--- src/rtl/knnlm_pkg.sv ---
// ----------------------------------------------------------------------------
// knnlm_pkg
// Shared constants and types for the k-nearest-neighbor list merge block.
// ----------------------------------------------------------------------------
package knnlm_pkg;

  localparam int MAX_K       = 32;
  localparam int MAX_ENTRIES = 64;

  localparam int ID_W   = 31;
  localparam int DIST_W = 32;
  localparam int KEY_W  = DIST_W + ID_W;
  localparam int K_W    = 6;
  localparam int AW     = $clog2(MAX_ENTRIES);
  localparam int CNT_W  = $clog2(MAX_ENTRIES + 1);
  localparam int RANK_W = (MAX_K > 1) ? $clog2(MAX_K) : 1;

  localparam int APB_AW = 2;
  localparam int APB_DW = 32;
  localparam logic [APB_AW-1:0] ADDR_K_OUT = 2'd0;
  localparam logic [K_W-1:0]    K_OUT_RESET = 6'd1;

  typedef enum logic [2:0] {
    S_IDLE,
    S_SCAN,
    S_SCAN_END,
    S_SEL,
    S_SEL_END
  } state_t;

  typedef struct packed {
    logic load;
    logic scan_issue;
    logic scan_end;
    logic sel_issue;
    logic sel_end;
    logic clear;
  } knnlm_cmd_t;

  typedef struct packed {
    logic last_in;
    logic cnt_zero;
    logic idx_last;
    logic k_zero;
    logic rank_last;
  } knnlm_sts_t;

endpackage

--- src/rtl/knnlm_ram.sv ---
// ----------------------------------------------------------------------------
// knnlm_ram
// Generic simple dual-port RAM, one write and one registered read per cycle.
// ----------------------------------------------------------------------------
module knnlm_ram #(
  parameter int WIDTH = 8,
  parameter int DEPTH = 16
) (
  input  logic                     clk,
  input  logic                     we,
  input  logic [$clog2(DEPTH)-1:0] waddr,
  input  logic [WIDTH-1:0]         wdata,
  input  logic [$clog2(DEPTH)-1:0] raddr,
  output logic [WIDTH-1:0]         rdata
);

  logic [WIDTH-1:0] mem [DEPTH];

  always_ff @(posedge clk) begin
    if (we) begin
      mem[waddr] <= wdata;
    end
    rdata <= mem[raddr];
  end

endmodule

--- src/rtl/knnlm_cfg.sv ---
// ----------------------------------------------------------------------------
// knnlm_cfg
// APB register slice holding k_out.
// ----------------------------------------------------------------------------
module knnlm_cfg (
  input  logic                           clk,
  input  logic                           rst_n,
  input  logic                           psel,
  input  logic                           penable,
  input  logic                           pwrite,
  input  logic [knnlm_pkg::APB_AW-1:0]   paddr,
  input  logic [knnlm_pkg::APB_DW-1:0]   pwdata,
  output logic [knnlm_pkg::APB_DW-1:0]   prdata,
  output logic                           pready,
  output logic [knnlm_pkg::K_W-1:0]      k_out
);

  logic [knnlm_pkg::K_W-1:0] k_out_r;
  logic                      wr_en;

  assign pready = 1'b1;
  assign wr_en  = psel && penable && pwrite && (paddr == knnlm_pkg::ADDR_K_OUT);
  assign k_out  = k_out_r;

  always_ff @(posedge clk) begin
    if (!rst_n) begin
      k_out_r <= knnlm_pkg::K_OUT_RESET;
    end else if (wr_en) begin
      k_out_r <= pwdata[knnlm_pkg::K_W-1:0];
    end
  end

  always_comb begin
    prdata = '0;
    if (paddr == knnlm_pkg::ADDR_K_OUT) begin
      prdata = {{(knnlm_pkg::APB_DW - knnlm_pkg::K_W){1'b0}}, k_out_r};
    end
  end

endmodule

--- src/rtl/knnlm_ctrl.sv ---
// ----------------------------------------------------------------------------
// knnlm_ctrl
// Sequencer: duplicate scan per entry, then one selection pass per rank.
// ----------------------------------------------------------------------------
module knnlm_ctrl (
  input  logic                  clk,
  input  logic                  rst_n,
  input  logic                  start,
  output logic                  busy,
  input  knnlm_pkg::knnlm_sts_t sts,
  output knnlm_pkg::knnlm_cmd_t cmd
);

  knnlm_pkg::state_t state_r, state_nxt;

  always_ff @(posedge clk) begin
    if (!rst_n) begin
      state_r <= knnlm_pkg::S_IDLE;
    end else begin
      state_r <= state_nxt;
    end
  end

  always_comb begin
    state_nxt = state_r;
    cmd       = '0;
    busy      = 1'b1;
    unique case (state_r)
      knnlm_pkg::S_IDLE: begin
        busy = 1'b0;
        if (start) begin
          cmd.load  = 1'b1;
          state_nxt = sts.cnt_zero ? knnlm_pkg::S_SCAN_END : knnlm_pkg::S_SCAN;
        end
      end
      knnlm_pkg::S_SCAN: begin
        cmd.scan_issue = 1'b1;
        if (sts.idx_last) begin
          state_nxt = knnlm_pkg::S_SCAN_END;
        end
      end
      knnlm_pkg::S_SCAN_END: begin
        cmd.scan_end = 1'b1;
        if (!sts.last_in) begin
          state_nxt = knnlm_pkg::S_IDLE;
        end else if (sts.k_zero) begin
          cmd.clear = 1'b1;
          state_nxt = knnlm_pkg::S_IDLE;
        end else begin
          state_nxt = knnlm_pkg::S_SEL;
        end
      end
      knnlm_pkg::S_SEL: begin
        if (sts.cnt_zero) begin
          state_nxt = knnlm_pkg::S_SEL_END;
        end else begin
          cmd.sel_issue = 1'b1;
          if (sts.idx_last) begin
            state_nxt = knnlm_pkg::S_SEL_END;
          end
        end
      end
      knnlm_pkg::S_SEL_END: begin
        cmd.sel_end = 1'b1;
        if (sts.rank_last) begin
          cmd.clear = 1'b1;
          state_nxt = knnlm_pkg::S_IDLE;
        end else begin
          state_nxt = knnlm_pkg::S_SEL;
        end
      end
      default: begin
        state_nxt = knnlm_pkg::S_IDLE;
      end
    endcase
  end

endmodule

--- src/rtl/knnlm_dp.sv ---
// ----------------------------------------------------------------------------
// knnlm_dp
// Entry store, duplicate compare, min-above-previous selection, result regs.
// ----------------------------------------------------------------------------
module knnlm_dp (
  input  logic                              clk,
  input  logic                              rst_n,
  input  knnlm_pkg::knnlm_cmd_t             cmd,
  output knnlm_pkg::knnlm_sts_t             sts,
  input  logic [knnlm_pkg::ID_W-1:0]        in_nbr_id,
  input  logic [knnlm_pkg::DIST_W-1:0]      in_dist_key,
  input  logic                              in_last,
  input  logic [knnlm_pkg::K_W-1:0]         k_out,
  output logic                              out_strobe,
  output logic [knnlm_pkg::ID_W-1:0]        out_nbr_id,
  output logic [knnlm_pkg::DIST_W-1:0]      out_dist_key,
  output logic                              out_valid,
  output logic                              out_last
);

  logic [knnlm_pkg::ID_W-1:0]   id_r;
  logic [knnlm_pkg::DIST_W-1:0] dist_r;
  logic                         last_r;
  logic [knnlm_pkg::CNT_W-1:0]  count_r;
  logic [knnlm_pkg::AW-1:0]     idx_r;
  logic [knnlm_pkg::RANK_W-1:0] rank_r;
  logic                         rd_vld_r;
  logic                         seen_r;
  logic                         found_r;
  logic                         first_r;
  logic [knnlm_pkg::KEY_W-1:0]  best_r;
  logic [knnlm_pkg::KEY_W-1:0]  prev_r;
  logic                         out_strobe_r;
  logic [knnlm_pkg::KEY_W-1:0]  out_key_r;
  logic                         out_valid_r;
  logic                         out_last_r;

  logic [knnlm_pkg::KEY_W-1:0]  rd_key;
  logic                         ram_we;
  logic                         seen_fin;
  logic                         take;
  logic                         found_fin;
  logic [knnlm_pkg::KEY_W-1:0]  best_fin;
  logic [knnlm_pkg::K_W-1:0]    k_eff;

  knnlm_ram #(
    .WIDTH(knnlm_pkg::KEY_W),
    .DEPTH(knnlm_pkg::MAX_ENTRIES)
  ) u_store (
    .clk  (clk),
    .we   (ram_we),
    .waddr(count_r[knnlm_pkg::AW-1:0]),
    .wdata({dist_r, id_r}),
    .raddr(idx_r),
    .rdata(rd_key)
  );

  // duplicate check against the id read back this cycle
  assign seen_fin = seen_r || (rd_vld_r && (rd_key[knnlm_pkg::ID_W-1:0] == id_r));
  assign ram_we   = cmd.scan_end && !seen_fin &&
                    (count_r < knnlm_pkg::CNT_W'(knnlm_pkg::MAX_ENTRIES));

  // {dist, id} orders by distance, then id
  assign take      = rd_vld_r && (first_r || (rd_key > prev_r)) &&
                     (!found_r || (rd_key < best_r));
  assign found_fin = found_r || take;
  assign best_fin  = take ? rd_key : best_r;

  assign k_eff = (k_out > knnlm_pkg::K_W'(knnlm_pkg::MAX_K)) ?
                 knnlm_pkg::K_W'(knnlm_pkg::MAX_K) : k_out;

  assign sts.last_in   = last_r;
  assign sts.cnt_zero  = (count_r == '0);
  assign sts.idx_last  = ({1'b0, idx_r} == (count_r - knnlm_pkg::CNT_W'(1)));
  assign sts.k_zero    = (k_out == '0);
  assign sts.rank_last = ((knnlm_pkg::K_W'(rank_r) + knnlm_pkg::K_W'(1)) == k_eff);

  always_ff @(posedge clk) begin
    if (cmd.load) begin
      id_r   <= in_nbr_id;
      dist_r <= in_dist_key;
      last_r <= in_last;
    end
    if (cmd.sel_end) begin
      out_key_r   <= found_fin ? best_fin : '0;
      out_valid_r <= found_fin;
      out_last_r  <= sts.rank_last;
      if (found_fin) begin
        prev_r <= best_fin;
      end
    end else if (rd_vld_r && !cmd.scan_end) begin
      if (take) begin
        best_r <= rd_key;
      end
    end
  end

  always_ff @(posedge clk) begin
    if (!rst_n) begin
      count_r      <= '0;
      idx_r        <= '0;
      rank_r       <= '0;
      rd_vld_r     <= 1'b0;
      seen_r       <= 1'b0;
      found_r      <= 1'b0;
      first_r      <= 1'b1;
      out_strobe_r <= 1'b0;
    end else begin
      rd_vld_r     <= cmd.scan_issue || cmd.sel_issue;
      out_strobe_r <= cmd.sel_end;
      if (cmd.load) begin
        idx_r  <= '0;
        seen_r <= 1'b0;
      end else if (cmd.scan_issue || cmd.sel_issue) begin
        idx_r <= idx_r + knnlm_pkg::AW'(1);
      end else if (cmd.scan_end || cmd.sel_end) begin
        idx_r <= '0;
      end
      if (cmd.scan_issue) begin
        seen_r <= seen_fin;
      end
      // accumulate the running minimum of the current pass
      if (cmd.sel_issue || (rd_vld_r && !cmd.scan_end && !cmd.sel_end && !cmd.scan_issue)) begin
        found_r <= found_fin;
      end
      if (cmd.sel_end) begin
        found_r <= 1'b0;
        first_r <= 1'b0;
        rank_r  <= rank_r + knnlm_pkg::RANK_W'(1);
      end
      if (ram_we) begin
        count_r <= count_r + knnlm_pkg::CNT_W'(1);
      end
      if (cmd.clear) begin
        count_r <= '0;
        rank_r  <= '0;
        first_r <= 1'b1;
        found_r <= 1'b0;
      end
    end
  end

  assign out_strobe   = out_strobe_r;
  assign out_nbr_id   = out_key_r[knnlm_pkg::ID_W-1:0];
  assign out_dist_key = out_key_r[knnlm_pkg::KEY_W-1:knnlm_pkg::ID_W];
  assign out_valid    = out_valid_r;
  assign out_last     = out_last_r;

endmodule

--- src/rtl/knn_list_merge_dedup_select_core.sv ---
// ----------------------------------------------------------------------------
// knn_list_merge_dedup_select_core
// Merges two neighbor lists with duplicate removal and emits the k nearest.
// ----------------------------------------------------------------------------
// An entry is taken when start is high and busy is low. Each entry is
// checked against the n unique entries already stored by reading the entry
// store one word per cycle. After the entry flagged by in_last, the block
// makes one pass over the store per result rank and pulses out_strobe once
// per result for k_out ranks (k_out above 32 acts as 32; k_out of 0 emits
// nothing). The receiver cannot stall, so every strobe must be captured;
// busy stays high until the cycle in which the final result is presented.
// Ranks beyond the number of unique ids come out with out_valid low and zero
// payload.
// ----------------------------------------------------------------------------
module knn_list_merge_dedup_select_core (
  input  logic                            clk,
  input  logic                            rst_n,
  input  logic                            start,
  output logic                            busy,
  input  logic [knnlm_pkg::ID_W-1:0]      in_nbr_id,
  input  logic [knnlm_pkg::DIST_W-1:0]    in_dist_key,
  input  logic                            in_last,
  output logic                            out_strobe,
  output logic [knnlm_pkg::ID_W-1:0]      out_nbr_id,
  output logic [knnlm_pkg::DIST_W-1:0]    out_dist_key,
  output logic                            out_valid,
  output logic                            out_last,
  input  logic                            psel,
  input  logic                            penable,
  input  logic                            pwrite,
  input  logic [knnlm_pkg::APB_AW-1:0]    paddr,
  input  logic [knnlm_pkg::APB_DW-1:0]    pwdata,
  output logic [knnlm_pkg::APB_DW-1:0]    prdata,
  output logic                            pready
);

  knnlm_pkg::knnlm_cmd_t     cmd;
  knnlm_pkg::knnlm_sts_t     sts;
  logic [knnlm_pkg::K_W-1:0] k_out;

  knnlm_cfg u_cfg (
    .clk    (clk),
    .rst_n  (rst_n),
    .psel   (psel),
    .penable(penable),
    .pwrite (pwrite),
    .paddr  (paddr),
    .pwdata (pwdata),
    .prdata (prdata),
    .pready (pready),
    .k_out  (k_out)
  );

  knnlm_ctrl u_ctrl (
    .clk  (clk),
    .rst_n(rst_n),
    .start(start),
    .busy (busy),
    .sts  (sts),
    .cmd  (cmd)
  );

  knnlm_dp u_dp (
    .clk         (clk),
    .rst_n       (rst_n),
    .cmd         (cmd),
    .sts         (sts),
    .in_nbr_id   (in_nbr_id),
    .in_dist_key (in_dist_key),
    .in_last     (in_last),
    .k_out       (k_out),
    .out_strobe  (out_strobe),
    .out_nbr_id  (out_nbr_id),
    .out_dist_key(out_dist_key),
    .out_valid   (out_valid),
    .out_last    (out_last)
  );

endmodule
--- config.mk ---
export PLATFORM = sky130hd
export DESIGN_NAME = knn_list_merge_dedup_select_core
export DESIGN_NICKNAME = d
export VERILOG_FILES = /design/src/rtl/knnlm_pkg.sv /design/src/rtl/knnlm_ram.sv /design/src/rtl/knnlm_cfg.sv /design/src/rtl/knnlm_ctrl.sv /design/src/rtl/knnlm_dp.sv /design/src/rtl/knn_list_merge_dedup_select_core.sv
export SDC_FILE = /design/constraint.sdc
export NUM_CORES = 2
export LEC_CHECK = 0
export ABC_AREA = 0
export BUFFER_PORTS_ARGS = -buffer_cell sky130_fd_sc_hd__buf_2
export CAP_MARGIN = 40
export CORE_MARGIN = 1
export CORE_UTILIZATION = 35
export CTS_BUF_LIST = sky130_fd_sc_hd__clkbuf_4 sky130_fd_sc_hd__clkbuf_8
export DETAILED_ROUTE_END_ITERATION = 6
export MAX_ROUTING_LAYER = met4
export SYNTH_ARGS = -nofsm -noshare
export SYNTH_HDL_FRONTEND = slang
export SYNTH_SLANG_ARGS = --single-unit
--- constraint.sdc ---
create_clock -name clk -period 6.6 [get_ports clk]
set_input_delay 0.66 -clock clk [delete_from_list [all_inputs] [get_ports clk]]
set_output_delay 0.66 -clock clk [all_outputs]
set_load 0.05 [all_outputs]
Word level (Yosys, flattened, before mapping) --
Memories as Yosys holds them, arrays and structs flattened. A register that Yosys moved wholly into a read port is not among the register bits. Cells that the tools add are included.
Cells by class: bitwise logic cells 2, $add $sub $neg 5, equality and inequality tests 10, reductions and logical operators 35, multiplexer cells 30, magnitude comparators 4
Operators by type and width (number):
- > comparator 63 bit | 1
- less-than comparator 63 bit | 1
- two-way mux 63 bit | 1
- equality test 31 bit | 1
- two-way mux 6 bit | 4
- two-way mux 1 bit | 15
- one-hot mux 3 bit (5 select lines) | 1
- two-way mux 3 bit | 4
- logical AND 1 bit | 11
- two-way mux 2 bit | 4
- adder 7 x 1 -> 7 bit (second input constant) | 1
- equality test 6 x 7 -> 1 bit | 1
- logical NOT 7 bit | 1
- logical OR 1 bit | 7
- less-than comparator 7 bit (second input constant) | 1
- subtractor 7 x 1 -> 7 bit (second input constant) | 1
- adder 5 x 1 -> 6 bit (second input constant) | 1
- adder 6 x 1 -> 6 bit (second input constant) | 1
- equality test 3 x 2 -> 1 bit (second input constant) | 2
- equality test 6 bit | 1
- > comparator 6 bit (second input constant) | 1
- logical NOT 6 bit | 1
- adder 5 x 1 -> 5 bit (second input constant) | 1
- logical NOT 1 bit | 5
- other kinds (13) | 18
Storage, ports and cells: input port bits 104, word-level logic and storage cells 105, register bits 287, memories kept 1, bits in writable memories 4032, output and inout port bits 100
Memory list:
- u_dp.u_store.mem | depth 64, width 63, rd ports 1, clocked after memory_dff 1, wr ports 1, RTL line knnlm_ram.sv:17 | logic [WIDTH-1:0] mem [DEPTH];

Longest topological paths before layout --
depth after elaboration 8, gate-level depth with buffers 12, mapped depth without buffers 10

Modules after synthesis --
Synthesis repeated with hierarchy kept, for this count alone.
Unflattened totals: cell total of the unflattened synthesis 7706, area total of the unflattened synthesis 167973.6 um^2
By module, submodules not included:
- knnlm_ram | times used 1, cells an instance 6555, area an instance 153307.0 um^2, seq. area each 122337.3 um^2
- knnlm_dp | times used 1, cells an instance 1058, area an instance 13883.3 um^2, seq. area each 8117.8 um^2
- knnlm_cfg | times used 1, cells an instance 62, area an instance 514.2 um^2, seq. area each 120.1 um^2
- knnlm_ctrl | times used 1, cells an instance 31, area an instance 269.0 um^2, seq. area each 60.1 um^2

Least setup slack after synthesis --
OpenSTA, ideal clock, no wires.
path kind register -> register, start point register u_dp.id_r[10] (netlist bit), end point memory u_dp.u_store.mem[47][0] (netlist bit) (enable), data required time 6116 ps, stages on the path, launching flop included 8, buffers on the path 1, library setup time 484 ps, arrival time 4919 ps, period minus slack after synthesis 5404 ps, slack 1196 ps, cells stage by stage edfxtp_1 > xnor2_1 > nand4_1 > nor4_1 > a21oi_1 > clkbuf_1 > nand4_1 > nor2_1
Between the ends: cells in the longest elaborated chain, start to end 8
Ends and longest elaborated chain:
- start: declaration | RTL line knnlm_dp.sv:21 | logic [knnlm_pkg::ID_W-1:0] id_r;
- start signal: assignment | RTL line knnlm_dp.sv:80 | id_r <= in_nbr_id;
- equality test 31 bit | RTL line knnlm_dp.sv:59 | assign seen_fin = seen_r || (rd_vld_r && (rd_key[knnlm_pkg::ID_W-1:0] == id_r));
- logical AND 1 bit | RTL line knnlm_dp.sv:59
- logical OR 1 bit | RTL line knnlm_dp.sv:59
- logical NOT 1 bit | RTL line knnlm_dp.sv:60 | assign ram_we = cmd.scan_end && !seen_fin &&
- logical AND 1 bit (2 in series) | RTL line knnlm_dp.sv:60
- two-way mux 1 bit | RTL line knnlm_ram.sv:20 | if (we) begin
- two-way mux 1 bit (not written as such) | RTL line knnlm_ram.sv:21 | mem[waddr] <= wdata;
- end: declaration | RTL line knnlm_ram.sv:17
No other way between the ends.

Worst setup path after layout --
start point register u_dp.id_r[12] (netlist bit), end point memory u_dp.u_store.mem[17][49] (netlist bit) (enable)
Same word-level chain as after synthesis.

==> metrics.json <==
{
  "setup_path": {
    "crit_required_ns": 7.36,
    "crit_arrival_ns": 5.54,
    "worstSetupStartpointType": "flip-flop",
    "worstSetupPathType": "reg -> reg",
    "path_max_fanout": 65,
    "critPathCaptureType": "flip-flop"
  },
  "route": {
    "drtPass1Iterations": 7,
    "dr_total_vias": 81700,
    "ant_nets": 0,
    "viasPerCell": 5.47,
    "drt_drc_violations_left": 51,
    "wire_per_inst_um": 31.2,
    "drt_wl_total_um": 466000,
    "drt_iter0_markers": 9574
  },
  "cts": {
    "clock_tree.root_cell": "sky130_fd_sc_hd__clkbuf_8",
    "clk_pin_slew_worst_paths_ns": 0.06,
    "postCtsSetupRepairBufs": 0,
    "cts_tree": "yes",
    "cts-htree-levels": 6,
    "tritoncts.num_buffers": 698,
    "clock_latency_ns": 1.26,
    "clock_path_buffers": 4,
    "cts.sinks": 4382
  },
  "power": {
    "pwr_density_cell_nw_per_um2": 326,
    "power.ir.vdd_worst_v": 0.000302,
    "power_leakage_uw": 0.0593
  },
  "synthesis": {
    "yosys.area.top_type": "sky130_fd_sc_hd__edfxtp_1",
    "synth.yosys.seq_area_share_pct": 77.6,
    "synth_enable_flop_cells": 4287,
    "synthesis.instances": 6966,
    "syn_area_sq_um": 168000,
    "average_instance_area_after_synthesis_sq_um": 24.2,
    "netlist_top_cells_area": "sky130_fd_sc_hd__edfxtp_1 (77%), sky130_fd_sc_hd__mux4_2 (18%), sky130_fd_sc_hd__dfxtp_1 (1.1%)",
    "ys.flop_type": "sky130_fd_sc_hd__edfxtp_1",
    "synth_top_area_share_pct": 76.5,
    "count_of_unique_library_cells_instantiated_by_yosys": 62,
    "flop_and_latch_count_out_of_synthesis": 4382,
    "yosysWarnings": 0,
    "postSynth.asyncResetShare_pct": 0
  },
  "sta": {
    "total_setup_violations_reported_at_the_end_of_the_flow": 0,
    "min_period_ns": 4.78,
    "worst_slew_pin_slew_ns": 0.932,
    "fmax_mhz": 209,
    "timing.setup.tns_ns": 0,
    "report.final.hold_viol_count": 0,
    "timing.clock.skew_ns": 0.136,
    "final_max_slew_viol_count": 0,
    "setup_repair_after_global_routing_missed_its_margin": "false",
    "ratio_of_final_minimum_period_to_clock_period_pct": 72.4,
    "maxSlewHeadroom_pct": 37.9
  },
  "floorplanning": {
    "die_w_um": 695,
    "io_pins": 204,
    "design.core.area_sq_um": 479000,
    "starting_utilization_of_the_core_area_pct": 35.2,
    "placementRows": 254,
    "die_area_sq_um": 484000,
    "die_height_um": 695
  },
  "grt": {
    "global_route.usage.total_pct": 19.4,
    "grt_residual_overflow": 0,
    "global_route_wire_length_before_repair_um": 644000,
    "grt_start_max_net_pins": 78,
    "grt_pass1_vias": 82700,
    "antenna_found_initial": 49
  },
  "run": {
    "timing.max_cap.violations": 0
  },
  "placed_design": {
    "place_congestion": 0.809,
    "hpwl_detailed_um": 264000,
    "placement.io_buffers": 150,
    "numPlacedInstances": 13500
  },
  "cells_and_area": {
    "layout-drive-gt1-share_pct": 36.2,
    "register_area_sq_um": 131000,
    "fin_cells": 14900,
    "syn2layout_area_growth_pct": 15.7,
    "finish.net_count": 8129,
    "combined_area_of_the_multi_input_logic_cells_sq_um": 36200,
    "layout.filler_cells": 41600
  },
  "run_status": {
    "outcome": "complete, but fails checks",
    "failed_checks": "DRC"
  },
  "hold_path": {
    "worst_hold_path_type": "in -> reg"
  }
}
-- layout make-up --
class                      instances  area share, %
tap                             6400           4.11
multi-input combinational       2103           18.6
timing repair buffer             575           2.89
clock inverter                   283          0.914
inverter                         136          0.263
antenna                          105          0.135
clock buffer                     957           5.99
sequential                      4382           67.1
-- final timing paths --
path / from / end / cells after the start / slack [ns]
max reg2reg: u_dp.id_r[12] / u_dp.u_store.mem[17][49] / 11 / 1.82
max: u_dp.id_r[12] / u_dp.u_store.mem[17][49] / 11 / 1.82
min reg2reg: u_dp.rank_r[1] / u_dp.rank_r[1] / 2 / 0.48
min: in_dist_key[30] / u_dp.dist_r[30] / 2 / 0.15
-- worst max-delay path: stages (launching register included) --
cell and delay (ns):
sky130_fd_sc_hd__edfxtp_1 0.32, sky130_fd_sc_hd__buf_4 0.54, sky130_fd_sc_hd__xnor2_1 0.16, sky130_fd_sc_hd__nand4_1 0.15, sky130_fd_sc_hd__nor4_2 0.06, sky130_fd_sc_hd__buf_4 0.16, sky130_fd_sc_hd__a21oi_1 0.34, sky130_fd_sc_hd__buf_4 0.27
sky130_fd_sc_hd__nand2b_1 0.11, sky130_fd_sc_hd__or3_1 0.67, sky130_fd_sc_hd__nor2_4 0.81, sky130_fd_sc_hd__buf_12 0.51
-- kinds of logic after synthesis --
logic type / share of synthesized area [%]
buffers and inverters: 1.21
AOI/OAI and AO/OA: 0.934
adders and majority gates: 0.959
other: 0.00446
DFF: 77.6
muxes: 18.2
and+or+nand+nor: 0.808
xor gates and xnor gates: 0.281
-- cells in the final DEF, fill, tap and decap left out, drive strengths merged, types with 3 or more instances in the layout --
cell and count:
a32o 63, nand4 36, nand3 21, a21oi 61, conb 27, inv 155
and2 5, bufinv 12, xor2 8, or2 4, a21o 18, nor3 5
nor4 4, and3 5, a211oi 12, or3 13, buf 492, edfxtp 4287
nand2b 4, dlygate4sd3 83, ha 129, clkinvlp 22, xnor2 46, nand4b 3
dfxtp 95, nand2 44, o21ai 32, nor2 129, diode 105, mux2i 7
clkinv 230, mux4 1323, clkbuf 957, a31oi 3, nor2b 4, mux2 63
-- layer usage --
metal / GRT usage [%] / wire length (um) / part of all wire [%] / up-vias
li1: - / - / - / 32100
met1: 25.8 / 189000 / 41 / 44800
met2: 30.2 / 222000 / 48 / 4061
met3: 4.38 / 41300 / 8.9 / 755
met4: 5.62 / 13400 / 2.9 / 0
met5: - / 0 / 0 / -
-- synthesized netlist by cell type, types with 46 or more instances --
library cell / instances
sky130_fd_sc_hd__a21oi_1: 61
sky130_fd_sc_hd__a32o_1: 63
sky130_fd_sc_hd__buf_1: 84
sky130_fd_sc_hd__clkbuf_1: 239
sky130_fd_sc_hd__dfxtp_1: 95
sky130_fd_sc_hd__edfxtp_1: 4287
sky130_fd_sc_hd__ha_1: 129
sky130_fd_sc_hd__inv_1: 135
sky130_fd_sc_hd__mux2_2: 57
sky130_fd_sc_hd__mux4_2: 1323
sky130_fd_sc_hd__nor2_1: 129
sky130_fd_sc_hd__xnor2_1: 46
-- flip-flops by register name (all words and copies together), names as in the netlist, 3 cells and up --
| register | flops |
|---|---|
| u_dp.rank_r | 5 |
| u_dp.count_r | 7 |
| u_dp.prev_r | 63 |
| u_dp.dist_r | 32 |
| u_ctrl.state_r | 3 |
| u_dp.u_store.rdata | 63 |
| u_dp.id_r | 31 |
| u_cfg.k_out | 6 |
| u_dp.u_store.mem | 4032 |
| u_dp.idx_r | 6 |
| u_dp.best_r | 63 |
| u_dp.out_key_r | 63 |
-- metrics by stage --
stage | worst slack [ns] | cell area, sq um | hold WS (ns) | power, uW | util, %
final | 1.82 | 195000 | 0.147 | 63400 | 40.7
after global routing | 1.67 | 195000 | 0.103 | 65600 | 40.7
after CTS | 1.91 | 194000 | 0.0111 | 63900 | 40.6
after detailed placement | 2.06 | 180000 | 0.476 | 41400 | 37.6
after global placement | 1.11 | 179000 | 0.461 | 41100 | 37.4
after floorplan | 1.20 | 168000 | 0.440 | 38300 | -
-- report_power, final --
group	switching, uW	internal, uW	leakage [uW]
combinational	4860	2790	0.0128
sequential	464	32700	0.0394
clock	10700	11900	0.00711
-- what timing repair did --
| action | CTS | global route |
|---|---|---|
| endpoints found under the setup margin | 0 | 0 |
| gates resized for setup | 0 | 0 |
| hold buffers | 83 | 0 |
| hold endpoints to repair | 82 | 0 |
Note: power is estimated with default switching activity, not from simulation.
